File: src/hdl/wlc_pkg.sv
// Shared types and constants of the windowed layer compositor.
`default_nettype none

package wlc_pkg;

  // Configuration register indexes.
  localparam logic [2:0] CfgDisplayControl = 3'd0;
  localparam logic [2:0] CfgWin0Vertical   = 3'd1;
  localparam logic [2:0] CfgWin1Vertical   = 3'd2;
  localparam logic [2:0] CfgWindowMasks    = 3'd3;
  localparam logic [2:0] CfgBlendControl   = 3'd4;
  localparam logic [2:0] CfgBlendWeights   = 3'd5;
  localparam logic [2:0] CfgBackdropColor  = 3'd6;

  localparam int CfgIndexWidth = 3;
  localparam int CfgDataWidth  = 32;

  // Layer target codes, one bit per layer as in the target and mask fields.
  localparam logic [5:0] TgtBg0      = 6'b000001;
  localparam logic [5:0] TgtBg1      = 6'b000010;
  localparam logic [5:0] TgtBg2      = 6'b000100;
  localparam logic [5:0] TgtSprite   = 6'b010000;
  localparam logic [5:0] TgtBackdrop = 6'b100000;

  localparam logic [1:0]  ModeAlpha      = 2'd1;
  localparam logic [7:0]  BackdropPrio   = 8'h30;
  localparam logic [7:0]  FullWindowLine = 8'hE8;
  localparam logic [14:0] BlankColor     = 15'h7FFF;
  localparam logic [4:0]  ChanMax        = 5'h1F;
  localparam logic [4:0]  WeightMax      = 5'd16;

  localparam int SemiTransBit = 16;
  localparam int EffectsBit   = 5;

  typedef struct packed {
    logic [2:0]  display_control;
    logic [15:0] win0_vertical;
    logic [15:0] win1_vertical;
    logic [31:0] window_layer_masks;
    logic [15:0] blend_control;
    logic [15:0] blend_weights;
    logic [14:0] backdrop_color;
  } cfg_t;

  // First stage result: layer words and the window mask in force.
  typedef struct packed {
    logic        blank;
    logic [5:0]  mask;
    logic [31:0] bg0;
    logic [31:0] bg1;
    logic [31:0] bg2;
    logic [31:0] sprite;
  } win_t;

  // Second stage result: the two colors and whether to blend them.
  typedef struct packed {
    logic        blank;
    logic        blend;
    logic [14:0] color_a;
    logic [14:0] color_b;
  } sel_t;

endpackage

`default_nettype wire

File: src/hdl/wlc_window.sv
// First pipeline stage: vertical window tests and window mask selection.
`default_nettype none

module wlc_window (
  input  wire logic          clk_i,
  input  wire logic          rst_ni,
  input  wire wlc_pkg::cfg_t cfg_i,
  input  wire logic          valid_i,
  output logic               ready_o,
  input  wire logic [31:0]   bg0_i,
  input  wire logic [31:0]   bg1_i,
  input  wire logic [31:0]   bg2_i,
  input  wire logic [31:0]   sprite_i,
  input  wire logic          sprite_window_hit_i,
  input  wire logic          win0_column_hit_i,
  input  wire logic          win1_column_hit_i,
  input  wire logic [7:0]    scanline_i,
  output logic               valid_o,
  input  wire logic          ready_i,
  output wlc_pkg::win_t      data_o
);

  logic          valid_q;
  wlc_pkg::win_t data_q;
  wlc_pkg::win_t data_d;
  logic          win0_line;
  logic          win1_line;
  logic [7:0]    mask_sel;

  function automatic logic line_hit(input logic [15:0] span, input logic [7:0] line);
    logic [7:0] top;
    logic [7:0] bot;
    logic       hit;
    top = span[15:8];
    bot = span[7:0];
    hit = (top == bot) && (top >= wlc_pkg::FullWindowLine);
    if (bot >= top) begin
      hit = hit || ((line >= top) && (line < bot));
    end else begin
      hit = hit || (line >= top) || (line < bot);
    end
    return hit;
  endfunction

  assign win0_line = line_hit(cfg_i.win0_vertical, scanline_i);
  assign win1_line = line_hit(cfg_i.win1_vertical, scanline_i);

  // Window zero overrides window one, which overrides the object window.
  always_comb begin
    mask_sel = cfg_i.window_layer_masks[23:16];
    if (sprite_window_hit_i) begin
      mask_sel = cfg_i.window_layer_masks[31:24];
    end
    if (cfg_i.display_control[2] && win1_line && win1_column_hit_i) begin
      mask_sel = cfg_i.window_layer_masks[15:8];
    end
    if (cfg_i.display_control[1] && win0_line && win0_column_hit_i) begin
      mask_sel = cfg_i.window_layer_masks[7:0];
    end
  end

  always_comb begin
    data_d.blank  = cfg_i.display_control[0];
    data_d.mask   = mask_sel[5:0];
    data_d.bg0    = bg0_i;
    data_d.bg1    = bg1_i;
    data_d.bg2    = bg2_i;
    data_d.sprite = sprite_i;
  end

  assign ready_o = !valid_q || ready_i;

  always_ff @(posedge clk_i or negedge rst_ni) begin
    if (!rst_ni) begin
      valid_q <= 1'b0;
    end else if (ready_o) begin
      valid_q <= valid_i;
    end
  end

  always_ff @(posedge clk_i) begin
    if (ready_o && valid_i) begin
      data_q <= data_d;
    end
  end

  assign valid_o = valid_q;
  assign data_o  = data_q;

endmodule

`default_nettype wire

File: src/hdl/wlc_select.sv
// Second pipeline stage: top layer by priority and choice of the blend partner.
`default_nettype none

module wlc_select (
  input  wire logic          clk_i,
  input  wire logic          rst_ni,
  input  wire wlc_pkg::cfg_t cfg_i,
  input  wire logic          valid_i,
  output logic               ready_o,
  input  wire wlc_pkg::win_t data_i,
  output logic               valid_o,
  input  wire logic          ready_i,
  output wlc_pkg::sel_t      data_o
);

  logic          valid_q;
  wlc_pkg::sel_t data_q;
  wlc_pkg::sel_t data_d;
  logic [31:0]   bd_word;
  logic [31:0]   top_word;
  logic [5:0]    top_sel;
  logic [31:0]   semi_word;
  logic [5:0]    semi_sel;
  logic [31:0]   alpha_word;
  logic [5:0]    alpha_sel;
  logic [5:0]    first_tgt;
  logic [5:0]    second_tgt;
  logic [1:0]    mode;

  assign bd_word    = {wlc_pkg::BackdropPrio, 9'd0, cfg_i.backdrop_color};
  assign first_tgt  = cfg_i.blend_control[5:0];
  assign second_tgt = cfg_i.blend_control[13:8];
  assign mode       = cfg_i.blend_control[7:6];

  // Background zero is compared on its whole word against the backdrop.
  always_comb begin
    top_word = bd_word;
    top_sel  = wlc_pkg::TgtBackdrop;
    if (data_i.mask[0] && (data_i.bg0 < bd_word)) begin
      top_word = data_i.bg0;
      top_sel  = wlc_pkg::TgtBg0;
    end
    if (data_i.mask[1] && (data_i.bg1[31:24] < top_word[31:24])) begin
      top_word = data_i.bg1;
      top_sel  = wlc_pkg::TgtBg1;
    end
    if (data_i.mask[2] && (data_i.bg2[31:24] < top_word[31:24])) begin
      top_word = data_i.bg2;
      top_sel  = wlc_pkg::TgtBg2;
    end
    if (data_i.mask[4] && (data_i.sprite[31:24] < top_word[31:24])) begin
      top_word = data_i.sprite;
      top_sel  = wlc_pkg::TgtSprite;
    end
  end

  // Partner for a semi-transparent top: best background, top not excluded.
  always_comb begin
    semi_word = bd_word;
    semi_sel  = wlc_pkg::TgtBackdrop;
    if (data_i.mask[0] && (data_i.bg0[31:24] < semi_word[31:24])) begin
      semi_word = data_i.bg0;
      semi_sel  = wlc_pkg::TgtBg0;
    end
    if (data_i.mask[1] && (data_i.bg1[31:24] < semi_word[31:24])) begin
      semi_word = data_i.bg1;
      semi_sel  = wlc_pkg::TgtBg1;
    end
    if (data_i.mask[2] && (data_i.bg2[31:24] < semi_word[31:24])) begin
      semi_word = data_i.bg2;
      semi_sel  = wlc_pkg::TgtBg2;
    end
  end

  // Partner for alpha mode: best visible layer other than the top one.
  always_comb begin
    alpha_word = bd_word;
    alpha_sel  = wlc_pkg::TgtBackdrop;
    if (data_i.mask[0] && (data_i.bg0[31:24] < alpha_word[31:24])
        && (top_sel != wlc_pkg::TgtBg0)) begin
      alpha_word = data_i.bg0;
      alpha_sel  = wlc_pkg::TgtBg0;
    end
    if (data_i.mask[1] && (data_i.bg1[31:24] < alpha_word[31:24])
        && (top_sel != wlc_pkg::TgtBg1)) begin
      alpha_word = data_i.bg1;
      alpha_sel  = wlc_pkg::TgtBg1;
    end
    if (data_i.mask[2] && (data_i.bg2[31:24] < alpha_word[31:24])
        && (top_sel != wlc_pkg::TgtBg2)) begin
      alpha_word = data_i.bg2;
      alpha_sel  = wlc_pkg::TgtBg2;
    end
    if (data_i.mask[4] && (data_i.sprite[31:24] < alpha_word[31:24])
        && (top_sel != wlc_pkg::TgtSprite)) begin
      alpha_word = data_i.sprite;
      alpha_sel  = wlc_pkg::TgtSprite;
    end
  end

  always_comb begin
    data_d.blank   = data_i.blank;
    data_d.color_a = top_word[14:0];
    data_d.color_b = alpha_word[14:0];
    data_d.blend   = 1'b0;
    if (top_word[wlc_pkg::SemiTransBit]) begin
      data_d.color_b = semi_word[14:0];
      data_d.blend   = |(semi_sel & second_tgt);
    end else if (data_i.mask[wlc_pkg::EffectsBit] && (mode == wlc_pkg::ModeAlpha)
                 && (|(top_sel & first_tgt))) begin
      data_d.blend   = |(alpha_sel & second_tgt);
    end
  end

  assign ready_o = !valid_q || ready_i;

  always_ff @(posedge clk_i or negedge rst_ni) begin
    if (!rst_ni) begin
      valid_q <= 1'b0;
    end else if (ready_o) begin
      valid_q <= valid_i;
    end
  end

  always_ff @(posedge clk_i) begin
    if (ready_o && valid_i) begin
      data_q <= data_d;
    end
  end

  assign valid_o = valid_q;
  assign data_o  = data_q;

endmodule

`default_nettype wire

File: src/hdl/wlc_blend.sv
// Third pipeline stage: per-channel weighted blend and the output register.
`default_nettype none

module wlc_blend (
  input  wire logic          clk_i,
  input  wire logic          rst_ni,
  input  wire wlc_pkg::cfg_t cfg_i,
  input  wire logic          valid_i,
  output logic               ready_o,
  input  wire wlc_pkg::sel_t data_i,
  output logic               valid_o,
  input  wire logic          ready_i,
  output logic [14:0]        color_o
);

  logic        valid_q;
  logic [14:0] color_q;
  logic [14:0] color_d;
  logic [14:0] mixed;
  logic [4:0]  weight_a;
  logic [4:0]  weight_b;
  logic [10:0] chan_sum [3];
  logic [6:0]  chan_shr [3];

  assign weight_a = (cfg_i.blend_weights[4:0] > wlc_pkg::WeightMax) ?
                    wlc_pkg::WeightMax : cfg_i.blend_weights[4:0];
  assign weight_b = (cfg_i.blend_weights[12:8] > wlc_pkg::WeightMax) ?
                    wlc_pkg::WeightMax : cfg_i.blend_weights[12:8];

  for (genvar c = 0; c < 3; c++) begin : g_chan
    assign chan_sum[c] = (11'(data_i.color_a[c*5 +: 5]) * 11'(weight_a))
                       + (11'(data_i.color_b[c*5 +: 5]) * 11'(weight_b));
    assign chan_shr[c] = chan_sum[c][10:4];
    assign mixed[c*5 +: 5] = (chan_shr[c] > 7'(wlc_pkg::ChanMax)) ?
                             wlc_pkg::ChanMax : chan_shr[c][4:0];
  end

  always_comb begin
    if (data_i.blank) begin
      color_d = wlc_pkg::BlankColor;
    end else if (data_i.blend) begin
      color_d = mixed;
    end else begin
      color_d = data_i.color_a;
    end
  end

  assign ready_o = !valid_q || ready_i;

  always_ff @(posedge clk_i or negedge rst_ni) begin
    if (!rst_ni) begin
      valid_q <= 1'b0;
    end else if (ready_o) begin
      valid_q <= valid_i;
    end
  end

  always_ff @(posedge clk_i) begin
    if (ready_o && valid_i) begin
      color_q <= color_d;
    end
  end

  assign valid_o = valid_q;
  assign color_o = color_q;

endmodule

`default_nettype wire

File: src/hdl/windowed_layer_compositor_core.sv
// Windowed layer compositor: window masking, priority select and alpha blend.
//
// One pixel word enters on the s_axis channel and one 15-bit color leaves on
// the m_axis channel. The input word carries three background words, the
// sprite word, the three window hit bits and the scanline; the output word
// carries the mixed color, blue in 14:10, green in 9:5, red in 4:0.
// The user must write registers through cfg_we_i, cfg_index_i and cfg_wdata_i
// only while the pipeline is empty; the block does not enforce this. An index
// past the last register is ignored. The three register stages (window mask,
// priority select, blend with output register) are passed in that order. A
// new word is taken every cycle while m_axis_tready stays high, sustaining one
// pixel per clock. Each stage holds its word while the next one is full and
// stalled; when the receiver drops m_axis_tready the stages fill up one by one,
// and s_axis_tready falls only once all three hold a word. Nothing is lost or
// repeated. Reset empties the pipeline and zeroes the configuration registers.
`default_nettype none

module windowed_layer_compositor_core (
  input  wire logic                                clk_i,
  input  wire logic                                rst_ni,
  input  wire logic                                cfg_we_i,
  input  wire logic [wlc_pkg::CfgIndexWidth-1:0]   cfg_index_i,
  input  wire logic [wlc_pkg::CfgDataWidth-1:0]    cfg_wdata_i,
  input  wire logic                                s_axis_tvalid,
  output logic                                     s_axis_tready,
  // bg0_word, bg1_word, bg2_word, sprite_word, sprite_window_hit,
  // win0_column_hit, win1_column_hit, scanline, zero padding
  input  wire logic [143:0]                        s_axis_tdata,
  output logic                                     m_axis_tvalid,
  input  wire logic                                m_axis_tready,
  // mixed_color, zero padding
  output logic [15:0]                              m_axis_tdata
);

  wlc_pkg::cfg_t cfg_q;
  wlc_pkg::win_t win_data;
  wlc_pkg::sel_t sel_data;
  logic          win_valid;
  logic          win_ready;
  logic          sel_valid;
  logic          sel_ready;
  logic [14:0]   mixed_color;

  always_ff @(posedge clk_i or negedge rst_ni) begin
    if (!rst_ni) begin
      cfg_q <= '0;
    end else if (cfg_we_i) begin
      case (cfg_index_i)
        wlc_pkg::CfgDisplayControl: cfg_q.display_control    <= cfg_wdata_i[2:0];
        wlc_pkg::CfgWin0Vertical:   cfg_q.win0_vertical      <= cfg_wdata_i[15:0];
        wlc_pkg::CfgWin1Vertical:   cfg_q.win1_vertical      <= cfg_wdata_i[15:0];
        wlc_pkg::CfgWindowMasks:    cfg_q.window_layer_masks <= cfg_wdata_i;
        wlc_pkg::CfgBlendControl:   cfg_q.blend_control      <= cfg_wdata_i[15:0];
        wlc_pkg::CfgBlendWeights:   cfg_q.blend_weights      <= cfg_wdata_i[15:0];
        wlc_pkg::CfgBackdropColor:  cfg_q.backdrop_color     <= cfg_wdata_i[14:0];
        default: ;
      endcase
    end
  end

  wlc_window u_window (
    .clk_i               (clk_i),
    .rst_ni              (rst_ni),
    .cfg_i               (cfg_q),
    .valid_i             (s_axis_tvalid),
    .ready_o             (s_axis_tready),
    .bg0_i               (s_axis_tdata[31:0]),
    .bg1_i               (s_axis_tdata[63:32]),
    .bg2_i               (s_axis_tdata[95:64]),
    .sprite_i            (s_axis_tdata[127:96]),
    .sprite_window_hit_i (s_axis_tdata[128]),
    .win0_column_hit_i   (s_axis_tdata[129]),
    .win1_column_hit_i   (s_axis_tdata[130]),
    .scanline_i          (s_axis_tdata[138:131]),
    .valid_o             (win_valid),
    .ready_i             (win_ready),
    .data_o              (win_data)
  );

  wlc_select u_select (
    .clk_i   (clk_i),
    .rst_ni  (rst_ni),
    .cfg_i   (cfg_q),
    .valid_i (win_valid),
    .ready_o (win_ready),
    .data_i  (win_data),
    .valid_o (sel_valid),
    .ready_i (sel_ready),
    .data_o  (sel_data)
  );

  wlc_blend u_blend (
    .clk_i   (clk_i),
    .rst_ni  (rst_ni),
    .cfg_i   (cfg_q),
    .valid_i (sel_valid),
    .ready_o (sel_ready),
    .data_i  (sel_data),
    .valid_o (m_axis_tvalid),
    .ready_i (m_axis_tready),
    .color_o (mixed_color)
  );

  assign m_axis_tdata = {1'b0, mixed_color};

endmodule

`default_nettype wire
File: config.mk
export PLATFORM = sky130hd
export DESIGN_NAME = windowed_layer_compositor_core
export DESIGN_NICKNAME = d
export VERILOG_FILES = /design/src/hdl/wlc_pkg.sv /design/src/hdl/wlc_window.sv /design/src/hdl/wlc_select.sv /design/src/hdl/wlc_blend.sv /design/src/hdl/windowed_layer_compositor_core.sv
export SDC_FILE = /design/constraint.sdc
export NUM_CORES = 1
export LEC_CHECK = 0
export ABC_CLOCK_PERIOD_IN_PS = 11900
export BUFFER_PORTS_ARGS = -buffer_cell sky130_fd_sc_hd__buf_2
export CAP_MARGIN = 20
export CORE_MARGIN = 1
export CORE_UTILIZATION = 55
export CTS_BUF_LIST = sky130_fd_sc_hd__clkbuf_8 sky130_fd_sc_hd__clkbuf_16
export CTS_CLUSTER_SIZE = 8
export DETAILED_ROUTE_END_ITERATION = 8
export GPL_ROUTABILITY_DRIVEN = 0
export GPL_TIMING_DRIVEN = 1
export HOLD_SLACK_MARGIN = 0.02
export PLACE_DENSITY = 0.86
export SLEW_MARGIN = 10
export SYNTH_ARGS = -nofsm -noshare
export SYNTH_HDL_FRONTEND = slang
export SYNTH_SLANG_ARGS = --single-unit
File: constraint.sdc
create_clock -name clk_i -period 11.9 [get_ports clk_i]
set_input_delay 2.38 -clock clk_i [delete_from_list [all_inputs] [get_ports clk_i]]
set_output_delay 2.38 -clock clk_i [all_outputs]
set_load 0.1 [all_outputs]
==> metrics.txt, run 1 <==
status=finished, violations left; violated checks=design-rule violations, negative setup slack; Die Area=35100 um^2; CP required=between 10 and 15 ns; DR vias=~16000; clk sinks=252; endpoints failing setup=16; Root Buffer=clkbuf_16; Nets=2525; PortBufs=between 150 and 200; wire per inst=21.1 um; drt pass-1 iters=9; starting density of the core=0.561; Mean Syn Cell Area=10.3 um^2; CP top delay family=compound AO/OA/AOI/OAI gates; cell count along the critical path=56; max_cap viols=0; Max Clock Freq=0.0827 GHz; residual DRC count=1; Total GRT Usage=0.285; clk buf depth=3; Final Core Density=0.660; clk slew on worst S/H paths=about 0.050 ns; Final period util=1.02; synth warn=0; Final Hold Viols=0; library cells used by synthesis=76; most frequent CP cell=a21oi_2; Slew HR=0.265; Slew Limit Fails=0; CP startpoint kind=flop; DR iter-0 viols=1727; first-pass GRT wire length=79.7 mm; Placed Cells=2418; setup slack after layout=-0.192 ns; CP Capture Type=flop; Crit path largest cell delay=about 0.46 ns; largest net degree at the start of global routing=67; number of flops mapped to enable cells by yosys=about 160; CTS buffer count=38; # fillers=2317; power per cell area=228 nW/um^2; crit path buf inv count=5; Detail Route Antenna Nets=0; Worst EP arrival=12.33 ns; area of the multi-input gates=11300 um^2; final wirelength=53.0 mm; Tightest Pin Transition=1.10 ns; Yosys top cell area share=0.250; crit-path max FO=7; chip width=187 um; ys flop type=edfxtp_1; Gate Count Post-Synth=~1800; number of global-route vias before repair=15500; global route overflow=0; Post-DP HPWL=36.5 mm; synthesized cell area=around 19000 um^2; Leak=about 10 nW; Reg2Reg Depth=56; Vias/cell=6.26; initial antenna violation count=2; critical path's slowest cell=or4_4; worst hold path stage count=0; Max Clock Skew=0.0285 ns; io pins=202; top-count cell post-synth=ha_1; final std cells w/o fill=2515; Core ar.=between 30000 and 40000 um^2; Die Y=about 190 um; area grow syn2layout=17.5%; Area contributors post-synth=edfxtp_1 (25%), ha_1 (14%), dfrtp_1 (13%); register area share after synthesis=0.376; Row Count=67; clock latency at the later pin of the worst-skew pair=~0.55 ns; VDD IR-drop max=0.000233 V; H-tree depth=2; Crit Path Category=flop to flop; hold crit path type=flop to flop; hold buffer count at CTS=0; CTS tree=yes; layout cells sized above 1=0.209; Seq. cell area=~7100 um^2; Period minus WS final=12.09 ns; n_diodes=0; Seq cells post-synth=about 250; Async SR Flop Fraction=0.377; Post-synth top cells=ha_1 (206), nand2_1 (192), inv_1 (188); post-synth top area cell=edfxtp_1
stage by stage:
step | setup slack, ns | cell area, um^2 | setup TNS (ns) | hold WS (ns) | power (mW)
2_1_floorplan | 0.0292 | 18900 | 0 | 0.400 | 3.31
3_3_place_gp | -0.120 | 20400 | -1.50 | 0.429 | 3.77
3_5_place_dp | -0.445 | 20400 | -6.31 | 0.453 | 3.93
4_1_cts | 0.00332 | 21600 | 0 | 0.465 | 4.96
5_1_grt | -0.825 | 22200 | -12.86 | 0.488 | 5.46
6_report | -0.192 | 22200 | -2.66 | 0.462 | 5.07
worst paths after layout:
path,to,slack (ns),startpoint
worst max-delay path,u_select.data_o[14],-0.19,u_window.data_o[101]
worst min-delay path,u_window.data_o[134],0.46,cfg_q[111]
worst max register to register,u_select.data_o[14],-0.19,u_window.data_o[101]
worst min register to register,u_window.data_o[134],0.46,cfg_q[111]
max in group asynchronous,cfg_q[9],8.91,rst_ni
min in group asynchronous,cfg_q[94],1.77,rst_ni
registers in the layout (all words and copies together) (netlist names):
| signal | flops |
|---|---|
| cfg_q | 92 |
| u_select.valid_o | 1 |
| u_window.data_o | 110 |
| u_select.data_o | 32 |
| u_blend.color_o | 15 |
| u_blend.valid_o | 1 |
| u_window.valid_o | 1 |
cell type report:
class | count | share of cell area
multi-input cells | 1326 | 0.509
flip-flops and latches | 252 | 0.320
repair buffers | 239 | 0.0652
clock buffers | 39 | 0.0440
inverters | 188 | 0.0318
well taps | 448 | 0.0253
clock inverters | 23 | 0.00525
report_power, final:
| part | switching [mW] | total (mW) | leakage (nW) | internal [mW] |
|---|---|---|---|---|
| Combinational | 1.63 | 2.79 | 6.88 | 1.16 |
| Clock | 0.391 | 0.977 | 0.600 | 0.586 |
| Sequential | 0.159 | 1.30 | 2.64 | 1.14 |
| Total | 2.18 | 5.07 | 10.1 | 2.89 |
what timing repair did:
item	4_1_cts	5_1_grt
buffers inserted	4	24
endpoints found under the setup margin	16	16
pin swaps	6	29
gates cloned	1	4
gates resized for setup	12	76
per-layer routing:
layer	routed length, um	global-route usage
met4	3220	0.136
met1	19400	0.352
met3	5050	0.0512
met5	16	0
met2	25300	0.482
layout by cell type (no fill, tap or decap), types with 9 or more instances in the layout:
master     netlist  final
and2_1          84     82
buf_4            3     67
nor3_1          22     19
a311oi_1        15     15
a21oi_2          0     17
buf_2            5    165
fa_1            90     90
o21ai_0         66     55
a222oi_1        15     15
o21ai_1          4      9
ha_1           206    199
nand2b_1        12     12
mux2i_1         49     49
edfxtp_1       157    157
a21o_1          32     32
a21oi_1        104     86
clkbuf_16        0     40
nand4_1         15     15
nor2b_1         30     30
dfrtp_1         95     95
nor2_1         105     96
nand2_1        192    190
mux2_2          63     63
a211oi_1        44     40
o21a_1          11     10
nand3_1         12     10
o211ai_1        13     13
o21bai_1        10      9
inv_1          188    206
worst reg2reg max path, delay by kind of cell (launching register included):
family,cells,cell delay [ns]
compound gates,29,5.61
simple gates,15,2.94
fa+ha+maj,7,1.94
buf+inv,5,0.82
flops,1,0.45
logic make-up (layout without fill, tap and decap cells):
kind of cell,after synthesis,in the layout,synth area share
DFF,252,252,0.376
buffers and inverters,255,489,0.0524
and+or+nand+nor,510,510,0.131
xor gates and xnor gates,12,12,0.00557
other,2,7,0.000398
adders and majority gates,297,297,0.233
muxes,112,112,0.0636
AOI/OAI and AO/OA,385,388,0.139
Note: power is estimated with default switching activity, not from simulation.
==> run 2, diff against run 1 <==
--- a/config.mk
+++ b/config.mk
@@ -20,4 +20,5 @@
 export SLEW_MARGIN = 10
 export SYNTH_ARGS = -nofsm -noshare
 export SYNTH_HDL_FRONTEND = slang
+export SYNTH_HIERARCHICAL = 1
 export SYNTH_SLANG_ARGS = --single-unit
==> metrics.txt, run 2 <==
DR vias=15000 (-4.5%); endpoints failing setup=0 (-16); CTS tree=yes; most frequent CP cell=nand2_1; Period minus WS final=11.75 ns (-0.344 ns); clock latency at the later pin of the worst-skew pair=0.53 ns (-0.02 ns); DR iter-0 viols=1252 (-28%); CP top delay family=compound AO/OA/AOI/OAI gates; Crit Path Category=flop to flop; Die Area=35600 um^2 (+1.6%); starting density of the core=0.557 (-0.00464); global route overflow=0 (unchanged); Slew Limit Fails=0 (unchanged); residual DRC count=0 (-1); commonest non-fill, non-tap cell in the layout=ha_1; Max Clock Freq=0.0851 GHz (+2.9%); Final period util=0.987 (-0.0289); Root Buffer=clkbuf_16; clk sinks=252 (unchanged); Slew HR=0.329 (+0.0640); Max Clock Skew=0.0324 ns (+0.00388 ns); synthesized cell area=19200 um^2 (+1.7%); wire per inst=20.5 um (-2.8%); CP startpoint kind=flop; H-tree depth=2 (unchanged); clk slew on worst S/H paths=0.05 ns (about the same); Row Count=68 (+1.5%); drt pass-1 iters=8 (-1); area grow syn2layout=15.1%; Final Core Density=0.641 (-0.0187); Die Y=189 um (+0.82%); Placed Cells=2374 (-1.8%); chip width=189 um (+0.82%); Seq. cell area=7090 um^2 (unchanged); Nets=2456 (-2.7%); CTS buffer count=38 (unchanged); Core ar.=34500 um^2 (+2.5%); commonest non-fill, non-tap cells in the layout=ha_1 (203), inv_1 (199), buf_2 (164); max_cap viols=0 (unchanged); Gate Count Post-Synth=1779 (-2.5%); largest net degree at the start of global routing=72 (+7.5%); number of global-route vias before repair=15100 (-2.4%); crit-path max FO=8 (+1); Tightest Pin Transition=1.00 ns (-0.0981 ns); max reg flops=110 (unchanged); VDD IR-drop max=0.000273 V (+17%); Mean Syn Cell Area=10.8 um^2 (+4.3%); power per cell area=242 nW/um^2 (+6.1%); final wirelength=50.5 mm (-4.7%); Final Hold Viols=0 (unchanged); io pins=202 (unchanged); hold crit path type=flop to flop; FF-to-FF setup slack=0.15 ns (+0.34 ns); area of the multi-input gates=11300 um^2 (+0.48%); first-pass GRT wire length=77.8 mm (-2.4%); initial antenna violation count=7 (+5); Worst EP arrival=12.00 ns (-0.33 ns); final std cells w/o fill=2464 (-2.0%); layout cells sized above 1=0.232 (+0.0228); Leak=10.1 nW (-0.67%); critical path's slowest cell=o31a_2; Post-DP HPWL=36.4 mm (-0.38%); Vias/cell=6.10 (-2.5%); Total GRT Usage=0.278 (-0.00677); synth warn=6 (+6); CP required=12.15 ns (about the same); clk buf depth=3 (unchanged); Crit path largest cell delay=0.46 ns (about the same); CP Capture Type=flop; # fillers=2532 (+9.3%); status=finished, final reports clean; crit path buf inv count=10 (+5); PortBufs=165 (unchanged); Detail Route Antenna Nets=0 (unchanged)
-- run 2: path summary, 6_finish.rpt --
kind,from,end,depth (start not counted)
worst max-delay path,cfg_q[14],u_select/data_o[4],61
worst max register to register,cfg_q[14],u_select/data_o[4],61
min in group asynchronous,rst_ni,cfg_q[95],1
worst min register to register,cfg_q[111],u_window/data_o[134],0
max in group asynchronous,rst_ni,cfg_q[57],2
worst min-delay path,cfg_q[111],u_window/data_o[134],0
-- run 2: worst register-to-register path: cells and delay by family, from the launching register on --
family	cells	cell delay, ns
fa+ha+maj	7	2.07
flops	1	0.40
simple gates	21	2.49
compound gates	23	5.05
buf+inv	10	1.49
-- run 2: repair_timing --
action                                  4_1_cts  5_1_grt
setup buffers                                 2       11
endpoints found under the setup margin       15       16
gates cloned                                  0        2
pin swaps                                     1       17
gates resized for setup                       3       46
hold buffers                                  0        0
endpoints found under the hold margin         0        0
-- run 2: stage by stage --
step | setup TNS, ns | hold slack, ns | setup slack (ns) | cell area, um^2 | total power [mW]
global placement | 0 | 0.429 | 0.000543 | 20600 | 4.06
global route | -3.55 | 0.459 | -0.252 | 22100 | 5.76
detailed placement | -3.70 | 0.423 | -0.297 | 20600 | 4.22
floorplan | 0 | 0.400 | 0.0403 | 19300 | 3.58
finish | 0 | 0.467 | 0.152 | 22100 | 5.36
CTS | 0 | 0.444 | 0.0976 | 21800 | 5.26
-- run 2: cell type report --
class,instances,share of cell area
Inverter,179,0.0304
Sequential cell,252,0.321
Clock inverter,25,0.00549
Timing Repair Buffer,219,0.0579
Antenna cell,7,0.000793
Clock buffer,41,0.0454
Tap cell,455,0.0258
Multi-Input combinational cell,1286,0.513
-- run 2: per-layer routing --
metal / global-route usage / up-vias / part of all wire
met3: 0.0400 / 223 / 0.076
met1: 0.338 / 7232 / 0.38
met4: 0.157 / 0 / 0.061
met5: 0 / - / 0
met2: 0.473 / 838 / 0.48
li1: - / 6747 / -
-- run 2: power by group --
| group | internal [mW] | leakage [nW] | switching, mW |
|---|---|---|---|
| Clock | 0.600 | 0.628 | 0.390 |
| Combinational | 1.27 | 6.79 | 1.78 |
| Sequential | 1.15 | 2.64 | 0.166 |
| Total | 3.02 | 10.1 | 2.34 |
